===== src/design/clq_pkg.sv =====
`timescale 1ns / 1ps
// ----------------------------------------------------------------------------
// clq_pkg
// Shared types and codes for the circular linked queue manager.
// ----------------------------------------------------------------------------
package clq_pkg;

	localparam int CMD_W   = 1;
	localparam int QID_W   = 2;
	localparam int EID_W   = 6;
	localparam int ST_W    = 3;
	localparam int QCNT_W  = 7;

	localparam logic [CMD_W-1:0] CMD_APPEND = 1'b0;
	localparam logic [CMD_W-1:0] CMD_REMOVE = 1'b1;

	localparam logic [ST_W-1:0] ST_OK       = 3'd0;
	localparam logic [ST_W-1:0] ST_QUEUED   = 3'd1;
	localparam logic [ST_W-1:0] ST_EMPTY    = 3'd2;
	localparam logic [ST_W-1:0] ST_UNQUEUED = 3'd3;
	localparam logic [ST_W-1:0] ST_OTHER_Q  = 3'd4;

	typedef struct packed {
		logic [CMD_W-1:0] command;
		logic [QID_W-1:0] queue_id;
		logic [EID_W-1:0] elem_id;
	} clq_req_t;

	typedef struct packed {
		logic [ST_W-1:0]   status;
		logic              head_valid;
		logic [EID_W-1:0]  head_elem;
		logic [QCNT_W-1:0] queue_count;
	} clq_rsp_t;

	// controller to datapath
	typedef struct packed {
		logic clear;   // reset sweep of tag and queue memories
		logic load;    // capture request, read tag and queue state
		logic lookup;  // first link pass (reads, append head links)
		logic in_link; // controller sits in the second link pass
		logic commit;  // final writes and result capture
	} clq_cmd_t;

	// datapath to controller
	typedef struct packed {
		logic clear_done;
		logic need_link;
	} clq_sts_t;

endpackage


===== src/design/clq_ctrl.sv =====
`timescale 1ns / 1ps
// ----------------------------------------------------------------------------
// clq_ctrl
// Sequencer for the queue manager: reset sweep, lookup, link update and
// result handoff.
// ----------------------------------------------------------------------------
module clq_ctrl (
	input  logic              clk,
	input  logic              arst_n,
	input  logic              req_valid,
	output logic              req_stall,
	output logic              rsp_valid,
	input  logic              rsp_stall,
	input  clq_pkg::clq_sts_t sts,
	output clq_pkg::clq_cmd_t cmd
);

	localparam logic [1:0] S_CLEAR  = 2'd0;
	localparam logic [1:0] S_IDLE   = 2'd1;
	localparam logic [1:0] S_LOOKUP = 2'd2;
	localparam logic [1:0] S_LINK   = 2'd3;

	logic [1:0] state_q;
	logic [1:0] state_d;
	logic       out_valid_q;
	logic       out_free;
	logic       accept;

	assign out_free  = !out_valid_q || !rsp_stall;
	assign req_stall = (state_q != S_IDLE);
	assign accept    = req_valid && !req_stall;
	assign rsp_valid = out_valid_q;

	always_comb begin
		cmd         = '0;
		cmd.clear   = (state_q == S_CLEAR);
		cmd.load    = accept;
		cmd.lookup  = (state_q == S_LOOKUP) && sts.need_link;
		cmd.in_link = (state_q == S_LINK);
		cmd.commit  = ((state_q == S_LOOKUP) && !sts.need_link && out_free) ||
		              ((state_q == S_LINK) && out_free);
	end

	always_comb begin
		state_d = state_q;
		unique case (state_q)
			S_CLEAR: begin
				if (sts.clear_done) state_d = S_IDLE;
			end
			S_IDLE: begin
				if (accept) state_d = S_LOOKUP;
			end
			S_LOOKUP: begin
				if (sts.need_link) state_d = S_LINK;
				else if (out_free) state_d = S_IDLE;
			end
			S_LINK: begin
				if (out_free) state_d = S_IDLE;
			end
			default: state_d = S_CLEAR;
		endcase
	end

	always_ff @(posedge clk or negedge arst_n) begin
		if (!arst_n) begin
			state_q     <= S_CLEAR;
			out_valid_q <= 1'b0;
		end else begin
			state_q <= state_d;
			// hold the result until the transaction completes
			if (cmd.commit) out_valid_q <= 1'b1;
			else if (!rsp_stall) out_valid_q <= 1'b0;
		end
	end

endmodule


===== src/design/clq_datapath.sv =====
`timescale 1ns / 1ps
// ----------------------------------------------------------------------------
// clq_datapath
// Link, tag and queue-state memories with the update logic of the queue
// manager.
// ----------------------------------------------------------------------------
module clq_datapath #(
	parameter int NUM_ELEMS  = 64,
	parameter int NUM_QUEUES = 4
) (
	input  logic              clk,
	input  logic              arst_n,
	input  clq_pkg::clq_req_t req,
	input  clq_pkg::clq_cmd_t cmd,
	output clq_pkg::clq_sts_t sts,
	output clq_pkg::clq_rsp_t rsp
);

	localparam int EW     = (NUM_ELEMS > 1) ? $clog2(NUM_ELEMS) : 1;
	localparam int QW     = (NUM_QUEUES > 1) ? $clog2(NUM_QUEUES) : 1;
	localparam int CW     = $clog2(NUM_ELEMS + 1);
	localparam int CLR_N  = (NUM_ELEMS > NUM_QUEUES) ? NUM_ELEMS : NUM_QUEUES;
	localparam int CLR_W  = $clog2(CLR_N + 1);
	localparam int TAG_W  = QW + 1;
	localparam int QS_W   = EW + CW;
	localparam int EID_N  = 1 << clq_pkg::EID_W;
	localparam int QID_N  = 1 << clq_pkg::QID_W;

	// index folding tables (field modulo pool size)
	logic [EW-1:0] elem_map [EID_N];
	logic [QW-1:0] queue_map [QID_N];

	for (genvar i = 0; i < EID_N; i++) begin : g_emap
		assign elem_map[i] = EW'(i % NUM_ELEMS);
	end
	for (genvar i = 0; i < QID_N; i++) begin : g_qmap
		assign queue_map[i] = QW'(i % NUM_QUEUES);
	end

	logic [EW-1:0]    next_mem [NUM_ELEMS];
	logic [EW-1:0]    prev_mem [NUM_ELEMS];
	logic [TAG_W-1:0] tag_mem  [NUM_ELEMS];
	logic [QS_W-1:0]  qs_mem   [NUM_QUEUES];

	logic [CLR_W-1:0]              clr_cnt_q;
	logic [clq_pkg::CMD_W-1:0]     cmd_q;
	logic [QW-1:0]                 q_q;
	logic [EW-1:0]                 e_q;
	logic [TAG_W-1:0]              tag_rd_q;
	logic [QS_W-1:0]               qs_rd_q;
	logic [EW-1:0]                 nx_rd_q;
	logic [EW-1:0]                 pv_rd_q;
	clq_pkg::clq_rsp_t             rsp_q;

	logic                  is_append;
	logic                  queued;
	logic [QW-1:0]         owner;
	logic [EW-1:0]         head;
	logic [CW-1:0]         cnt;
	logic [clq_pkg::ST_W-1:0] status;
	logic                  ok;
	logic [EW-1:0]         head_new;
	logic [CW-1:0]         cnt_new;
	logic                  head_valid;
	logic [EW+clq_pkg::EID_W-1:0]  head_ext;
	logic [CW+clq_pkg::QCNT_W-1:0] cnt_ext;

	assign is_append = (cmd_q == clq_pkg::CMD_APPEND);
	assign queued    = tag_rd_q[QW];
	assign owner     = tag_rd_q[QW-1:0];
	assign head      = qs_rd_q[QS_W-1:CW];
	assign cnt       = qs_rd_q[CW-1:0];

	always_comb begin
		case (cmd_q)
			clq_pkg::CMD_APPEND: begin
				status = queued ? clq_pkg::ST_QUEUED : clq_pkg::ST_OK;
			end
			default: begin
				if (cnt == '0) status = clq_pkg::ST_EMPTY;
				else if (!queued) status = clq_pkg::ST_UNQUEUED;
				else if (owner != q_q) status = clq_pkg::ST_OTHER_Q;
				else status = clq_pkg::ST_OK;
			end
		endcase
	end

	assign ok = (status == clq_pkg::ST_OK);

	always_comb begin
		head_new = head;
		cnt_new  = cnt;
		if (ok) begin
			if (is_append) begin
				head_new = (cnt == '0) ? e_q : head;
				cnt_new  = cnt + CW'(1);
			end else if (cnt == CW'(1)) begin
				head_new = '0;
				cnt_new  = '0;
			end else begin
				// removing the head moves it to its successor
				head_new = (head == e_q) ? nx_rd_q : head;
				cnt_new  = cnt - CW'(1);
			end
		end
	end

	assign head_valid = (cnt_new != '0);
	assign head_ext   = {{clq_pkg::EID_W{1'b0}}, head_new};
	assign cnt_ext    = {{clq_pkg::QCNT_W{1'b0}}, cnt_new};

	assign sts.need_link  = ok && (is_append ? (cnt != '0) : (cnt != '0 && cnt != CW'(1)));
	assign sts.clear_done = (clr_cnt_q == CLR_W'(CLR_N - 1));

	assign rsp = rsp_q;

	always_ff @(posedge clk or negedge arst_n) begin
		if (!arst_n) begin
			clr_cnt_q <= '0;
		end else if (cmd.clear && !sts.clear_done) begin
			clr_cnt_q <= clr_cnt_q + CLR_W'(1);
		end
	end

	// request capture
	always_ff @(posedge clk) begin
		if (cmd.load) begin
			cmd_q <= req.command;
			q_q   <= queue_map[req.queue_id];
			e_q   <= elem_map[req.elem_id];
		end
	end

	// tag memory: queued flag and owning queue
	always_ff @(posedge clk) begin
		if (cmd.clear) begin
			if (clr_cnt_q < CLR_W'(NUM_ELEMS)) tag_mem[clr_cnt_q[EW-1:0]] <= '0;
		end else if (cmd.commit && ok) begin
			tag_mem[e_q] <= {is_append, q_q};
		end
		if (cmd.load) tag_rd_q <= tag_mem[elem_map[req.elem_id]];
	end

	// queue state memory: head and count
	always_ff @(posedge clk) begin
		if (cmd.clear) begin
			if (clr_cnt_q < CLR_W'(NUM_QUEUES)) qs_mem[clr_cnt_q[QW-1:0]] <= '0;
		end else if (cmd.commit && ok) begin
			qs_mem[q_q] <= {head_new, cnt_new};
		end
		if (cmd.load) qs_rd_q <= qs_mem[queue_map[req.queue_id]];
	end

	// forward links
	always_ff @(posedge clk) begin
		if (cmd.lookup && is_append) begin
			next_mem[e_q] <= head;
		end else if (cmd.commit && ok && !cmd.in_link && is_append) begin
			next_mem[e_q] <= e_q;
		end else if (cmd.commit && cmd.in_link) begin
			// append: old tail points at new element; remove: bridge the gap
			if (is_append) next_mem[pv_rd_q] <= e_q;
			else next_mem[pv_rd_q] <= nx_rd_q;
		end
		if (cmd.lookup) nx_rd_q <= next_mem[e_q];
	end

	// backward links
	always_ff @(posedge clk) begin
		if (cmd.lookup && is_append) begin
			prev_mem[head] <= e_q;
		end else if (cmd.commit && ok && !cmd.in_link && is_append) begin
			prev_mem[e_q] <= e_q;
		end else if (cmd.commit && cmd.in_link) begin
			if (is_append) prev_mem[e_q] <= pv_rd_q;
			else prev_mem[nx_rd_q] <= pv_rd_q;
		end
		// append reads the old tail before the head link is rewritten
		if (cmd.lookup) pv_rd_q <= prev_mem[is_append ? head : e_q];
	end

	// result register
	always_ff @(posedge clk) begin
		if (cmd.commit) begin
			rsp_q.status      <= status;
			rsp_q.head_valid  <= head_valid;
			rsp_q.head_elem   <= head_valid ? head_ext[clq_pkg::EID_W-1:0] : '0;
			rsp_q.queue_count <= cnt_ext[clq_pkg::QCNT_W-1:0];
		end
	end

endmodule


===== src/design/circular_linked_queue_manager.sv =====
`timescale 1ns / 1ps
// ----------------------------------------------------------------------------
// circular_linked_queue_manager
// Circular doubly linked queues over a shared pool of element slots.
// ----------------------------------------------------------------------------
// Each request appends an element at a queue's tail or removes it from
// anywhere in its queue, and returns one result with the status, the queue's
// head and its element count afterwards. One request is handled at a time.
// Errors, an append to an empty queue and the removal of a queue's last
// element reach the result register in the lookup step; other appends and
// removals pass through the link step after it and reach the result register
// there, as the two passes over the single-port link memories require (read
// the neighbor links, then rewrite them).
// After reset a clearing sweep over max(NUM_ELEMS, NUM_QUEUES) entries
// empties the element tags and queue states; requests are stalled until it
// ends. A finished result waits in the output register while the next
// request is accepted; that request then holds its final step until the
// waiting result is taken.
// ----------------------------------------------------------------------------
module circular_linked_queue_manager #(
	parameter int NUM_ELEMS  = 64,
	parameter int NUM_QUEUES = 4
) (
	input  logic              clk,
	input  logic              arst_n,
	input  logic              req_valid,
	output logic              req_stall,
	input  clq_pkg::clq_req_t req,
	output logic              rsp_valid,
	input  logic              rsp_stall,
	output clq_pkg::clq_rsp_t rsp
);

	clq_pkg::clq_cmd_t cmd;
	clq_pkg::clq_sts_t sts;

	clq_ctrl u_ctrl (
		.clk       (clk),
		.arst_n    (arst_n),
		.req_valid (req_valid),
		.req_stall (req_stall),
		.rsp_valid (rsp_valid),
		.rsp_stall (rsp_stall),
		.sts       (sts),
		.cmd       (cmd)
	);

	clq_datapath #(
		.NUM_ELEMS  (NUM_ELEMS),
		.NUM_QUEUES (NUM_QUEUES)
	) u_datapath (
		.clk    (clk),
		.arst_n (arst_n),
		.req    (req),
		.cmd    (cmd),
		.sts    (sts),
		.rsp    (rsp)
	);

endmodule

===== config.mk =====
export PLATFORM = sky130hd
export DESIGN_NAME = circular_linked_queue_manager
export DESIGN_NICKNAME = d
export VERILOG_FILES = /design/src/design/clq_pkg.sv /design/src/design/clq_ctrl.sv /design/src/design/clq_datapath.sv /design/src/design/circular_linked_queue_manager.sv
export SDC_FILE = /design/constraint.sdc
export NUM_CORES = 1
export LEC_CHECK = 0
export BUFFER_PORTS_ARGS = -buffer_cell sky130_fd_sc_hd__clkbuf_2
export CAP_MARGIN = 20
export CORE_ASPECT_RATIO = 0.5
export CORE_MARGIN = 1
export CORE_UTILIZATION = 30
export CTS_BUF_LIST = sky130_fd_sc_hd__clkbuf_8
export DETAILED_ROUTE_END_ITERATION = 8
export PLACE_DENSITY = 0.43
export SYNTH_ARGS = -nofsm -noshare
export SYNTH_HDL_FRONTEND = slang
export SYNTH_HIERARCHICAL = 1
export SYNTH_SLANG_ARGS = --single-unit

===== constraint.sdc =====
create_clock -name clk -period 8.1 [get_ports clk]
set_input_delay 1.62 -clock clk [delete_from_list [all_inputs] [get_ports clk]]
set_output_delay 1.62 -clock clk [all_outputs]
set_load 0.05 [all_outputs]

Yosys cells after proc, flatten, opt, wreduce, memory -nomap -nowiden. Memory sizes are Yosys's and may differ from the RTL's. A register that Yosys moved wholly into a read port is not among the register bits. Index checks and enable logic that the tools add are counted.

Memories kept: 5. Memory bits (read-only): 384. Output and inout port bits: 19. Memory bits (writable): 1012. Bits in registers: 36. Input bits: 13. Word-level logic and storage cells: 141.

Mux-type cells: 69. Add/subtract/negate cells: 3. Reductions and logical operators: 32. Order comparisons: 4. Bitwise logic cells: 6. Eq/ne operators: 12.

Memory list: (name not given) (words 64, width 6, read ports 1, clocked after Yosys merged registers in 0, wr ports 0, line clq_datapath.sv:130) `e_q <= elem_map[req.elem_id];`; u_datapath.next_mem (words 64, width 6, read ports 1, clocked after Yosys merged registers in 1, wr ports 1, line clq_datapath.sv:40) `logic [EW-1:0] next_mem [NUM_ELEMS];`; u_datapath.prev_mem (words 64, width 6, read ports 1, clocked after Yosys merged registers in 1, wr ports 1, line clq_datapath.sv:41) `logic [EW-1:0] prev_mem [NUM_ELEMS];`; u_datapath.tag_mem (words 64, width 3, read ports 1, clocked after Yosys merged registers in 1, wr ports 1, line clq_datapath.sv:42) `logic [TAG_W-1:0] tag_mem [NUM_ELEMS];`; u_datapath.qs_mem (words 4, width 13, read ports 1, clocked after Yosys merged registers in 1, wr ports 1, line clq_datapath.sv:43) `logic [QS_W-1:0] qs_mem [NUM_QUEUES];`.

Operators with widths (number): 2-to-1 mux 6 bit (18); 2-to-1 mux 1 bit (33); 2-to-1 mux 7 bit (3); OR reduction 6 bit (3); 2-to-1 mux 3 bit (5); adder 7 x 1 -> 7 bit, second input constant (2); 2-to-1 mux 2 bit (7); nonzero test 7 bit (2); logical AND 1 bit (13); 2-to-1 mux 13 bit (1); OR reduction 13 bit (1); case mux 2 bit (4 select lines) (1); == test 7 x 1 -> 1 bit, second input constant (1); == test 7 x 6 -> 1 bit, second input constant (1); >= comparator 7 bit, second input constant (1); logical NOT 7 bit (1); less-than comparator 7 x 3 -> 1 bit, second input constant (1); less-than comparator 7 bit, second input constant (1); != test 7 x 1 -> 1 bit, second input constant (1); NOT 6 -> 7 bit (1); subtractor 7 x 1 -> 7 bit, second input constant (1); == test 6 bit (1); logical NOT 1 bit (6); != test 2 x 1 -> 1 bit, second input constant (3); other kinds (14) (18).

Depth between registers and ports, before layout.
Word-level depth: 21. Mapped depth: 20. Mapped depth without buffers: 17.

Modules after synthesis. The synthesis kept the hierarchy.

By module, submodules not included: clq_datapath (sequential area each 32185.9 um2, cells each 2886, area an instance 45493.6 um2, instances 1); clq_ctrl (sequential area each 75.1 um2, cells each 22, area an instance 185.2 um2, instances 1).

Worst setup path before layout. OpenSTA, ideal clock, no wires.

Kind: reg-to-reg. From: register u_datapath.qs_rd_q[0], read port of u_datapath.qs_mem. To: memory u_datapath/prev_mem[15][0] in the netlist's numbering (enable). Arrival: 6.424 ns. Stages on the path, launching flop included: 16. Buffers on the path: 3. Setup slack: 1.320 ns. Library setup time: 0.356 ns. Cell sequence: edfxtp_1 inv_1 ha_1 nand3_1 nand3_2 a21o_1 buf_2 buf_1 a211oi_1 nand2b_4 nor2_1 clkbuf_1 a22oi_1 o221ai_1 nand3_1 nor2_1.

RTL lines: start, declared (line clq_datapath.sv:50) `logic [QS_W-1:0] qs_rd_q;`; end, declared (line clq_datapath.sv:41).

==> results.sh <==
export IMPL_vias=27300
export IMPL_fin_util=0.342
export IMPL_power_mw=10.4
export IMPL_final_setup_tns_ps=0
export IMPL_synth_xor_area_frac=0.00326
export IMPL_synth_edf_count=1066
export IMPL_synth_mux_area_frac=0.104
export IMPL_setup_viol=0
export IMPL_critical_path_cell_chain="inv_1 -> ha_1 -> nand3_1 -> nand3_2 -> a21o_1 -> a211oi_1 -> nand2b_4 -> nand2_2 -> a21oi_2 -> and2_1 -> nor2b_1 -> a22oi_1 -> o221ai_4 -> nor2b_1 -> nand2_1 -> nor2_1"
export IMPL_cp_slowest_cell="and2_1"
export IMPL_firstDrtPassIters=6
export IMPL_start_util=0.305
export IMPL_grtUsageMet3=0.0313
export IMPL_cts_tree="yes"
export IMPL_synth_area_sq_um=45700
export IMPL_routed_wirelength_um=138000
export IMPL_gp_congestion=0.837
export IMPL_cts_htree_levels=4
export IMPL_synthArstFlopShare=0.00929
export IMPL_hold_class="flip-flop to flip-flop"
export IMPL_crit_top_cell="nor2b_1"
export IMPL_final_common_cell="edfxtp_1"
export IMPL_p_per_area_nw_per_um2=203
export IMPL_r2r_start="u_datapath/qs_rd_q[0]"
export IMPL_worstPathRequired_ps=8580
export IMPL_ios=32
export IMPL_grt_busiest_layer="met2"
export IMPL_syn_mean_instance_area_sq_um=15.7
export IMPL_ir_drop_uv=150
export IMPL_pre_cts_ws_ps=1770
export IMPL_synth_compound_area_frac=0.0952
export IMPL_critPathKind="flip-flop to flip-flop"
export IMPL_layout_common_cells="edfxtp_1 (1066), nor2_1 (342), a21oi_1 (205)"
export IMPL_io_buffers=31
export IMPL_place_inst=4819
export IMPL_cts_made_buffers=163
export IMPL_critPathCaptureType="flip-flop"
export IMPL_finClkSkew_ps=54.9
export IMPL_post_drt_wl_per_cell_um=27.0
export IMPL_cts_setup_buffers=0
export IMPL_grt_setup_unrepaired="false"
export IMPL_max_stage_delay_ps=710
export IMPL_ys_ff_latch=1076
export IMPL_drcViolationCount=0
export IMPL_tightest_slew_ps=1080
export IMPL_crit_buf_inv=1
export IMPL_synth_top_flop_cell="edfxtp_1"
export IMPL_clock_sinks=1076
export IMPL_rows=100
export IMPL_dieHeight_um=278
export IMPL_synth_distinct_cells=90
export IMPL_yosysWarnings=6
export IMPL_fmaxAchievable_mhz=155
export IMPL_vias_per_cell=5.33
export IMPL_final_max_slew_viol_count=0
export IMPL_hpwlAfterDp_um=83300
export IMPL_syn_to_final_growth_pct=12.3
export IMPL_slew_headroom=0.277
export IMPL_hold_start="u_datapath/clr_cnt_q[6]"
export IMPL_drv_cap=0
export IMPL_cts_hold_buffers=0
export IMPL_core_area_sq_um=150000
export IMPL_cp_data_arrival_time_ps=6930
export IMPL_path_max_fanout=18
export IMPL_clock_latency_ps=900
export IMPL_fin_nets=3013
export IMPL_path_clk_slew_ps=70
export IMPL_finalNonFillerCells=5119
export IMPL_synthAdderAreaFrac=0.00110
export IMPL_fp_dieW_um=554
export IMPL_synth_top_family_by_area="multiplexers"
export IMPL_final_hold_viol_count=0
export IMPL_synthSimpleGateAreaFrac=0.0673
export IMPL_grt_max_degree=107
export IMPL_finalWorstPathRequiredPeriod_ps=6440
export IMPL_fin_area_sq_um=51300
export IMPL_drive_gt1_frac=0.183
export IMPL_post_cts_resized=0
export IMPL_grt_pass1_wl_um=200000
export IMPL_antenna_found_initial=2
export IMPL_gr_usage_met2=0.274
export IMPL_track_usage=0.178
export IMPL_cp_startpoint="u_datapath/qs_rd_q[0]"
export IMPL_clk_path_buf_depth=3
export IMPL_outcome="completed"
export IMPL_holdWs_ps=568
export IMPL_synth_seq_area_share=0.706
export IMPL_ant_nets=0
export IMPL_p_leak_nw=14.6
export IMPL_dieArea_sq_um=154000
export IMPL_post_dp_cell_area_sq_um=48200
export IMPL_synth_fp_nets=2925
export IMPL_drt_iter0_drc=2553
export IMPL_clockRootBuffer="clkbuf_8"
export IMPL_syn_inst=2908
export IMPL_fill_cells=14400
export IMPL_use_met1=0.257
export IMPL_gr_total_overflow=0
export IMPL_grt_pass1_vias=27600
export IMPL_layout_setup_ws_ps=1660
export IMPL_post_route_period_util=0.795
export IMPL_crit_family="simple AND/OR/NAND/NOR gates"
export IMPL_startpoint_type="flip-flop"
-- worst register-to-register path, stage by stage (launching register included) --
cell and delay (ps):
edfxtp_1 520, inv_1 130, ha_1 270, nand3_1 220
nand3_2 210, a21o_1 530, a211oi_1 220, nand2b_4 140
nand2_2 70, a21oi_2 660, and2_1 720, nor2b_1 330
a22oi_1 150, o221ai_4 310, nor2b_1 250, nand2_1 610
nor2_1 700
-- cell usage after synthesis (all sizes together) (31+ instances only) --
cell | n | share of area
mux4 | 196 | 0.097
nor3 | 34 | 0.0038
a21o | 31 | 0.0051
nand2b | 41 | 0.0058
buf | 104 | 0.012
o21ai | 87 | 0.0095
a211oi | 125 | 0.021
edfxtp | 1066 | 0.70
inv | 51 | 0.0042
clkbuf | 85 | 0.0070
nand3 | 42 | 0.0047
nor2 | 347 | 0.029
nand2 | 134 | 0.011
a21oi | 209 | 0.023
-- cell type report --
class                   instances  area [sq um]  area share
multi-input cells            1590         12500       0.244
inverters                      53           200     0.00390
diodes                          1          2.50   0.0000488
flip-flops and latches       1076         32300       0.629
clock buffers                 166          2280      0.0445
well taps                    1989          2490      0.0485
repair buffers                112           801      0.0156
clock inverters               132           758      0.0148
-- path summary, 6_finish.rpt --
kind / end / slack (ps) / cells after the start
min in group asynchronous: u_ctrl/state_q[0] / 600 / 1
worst max register to register: u_datapath/prev_mem[27][5] / 1660 / 16
worst min register to register: u_datapath/clr_cnt_q[6] / 570 / 2
max in group asynchronous: u_datapath/clr_cnt_q[0] / 7270 / 1
worst max-delay path: u_datapath/prev_mem[27][5] / 1660 / 16
worst min-delay path: u_datapath/clr_cnt_q[6] / 570 / 2
-- cells by family (layout without fill, tap and decap cells) --
family,Yosys count,in the layout
flip-flops,1076,1076
AND/OR/NAND/NOR,687,687
AO/OA/AOI/OAI,655,655
buffers and inverters,242,463
multiplexers,227,227
XOR/XNOR,17,17
adder cells (fa/ha/maj),4,4
other,0,1
-- per-layer routing --
metal | up-vias | part of all wire | wire, um
li1 | 11800 | - | -
met4 | 2 | 0.020 | 2790
met1 | 14300 | 0.47 | 64800
met5 | - | 0.000094 | 13
met2 | 996 | 0.45 | 62300
met3 | 205 | 0.058 | 8050
-- report_power, final --
part                   switching, mW  internal [mW]
registers      0.0000000000000000209           6.02
clock network                   2.27           2.05
logic                         0.0289         0.0183
-- sequential cells by signal, indices dropped and copies added (netlist names) --
name,flops
u_datapath/prev_mem,384
u_datapath/qs_rd_q,13
u_datapath/pv_rd_q,6
u_datapath/tag_mem,192
u_datapath/qs_mem,52
u_datapath/cmd_q,1
u_datapath/clr_cnt_q,7
u_ctrl/state_q,2
u_datapath/e_q,6
u_datapath/nx_rd_q,6
u_ctrl/rsp_valid,1
u_datapath/q_q,2
u_datapath/tag_rd_q,3
u_datapath/next_mem,384
u_datapath/rsp,17
(Power assumes the default switching activity.)
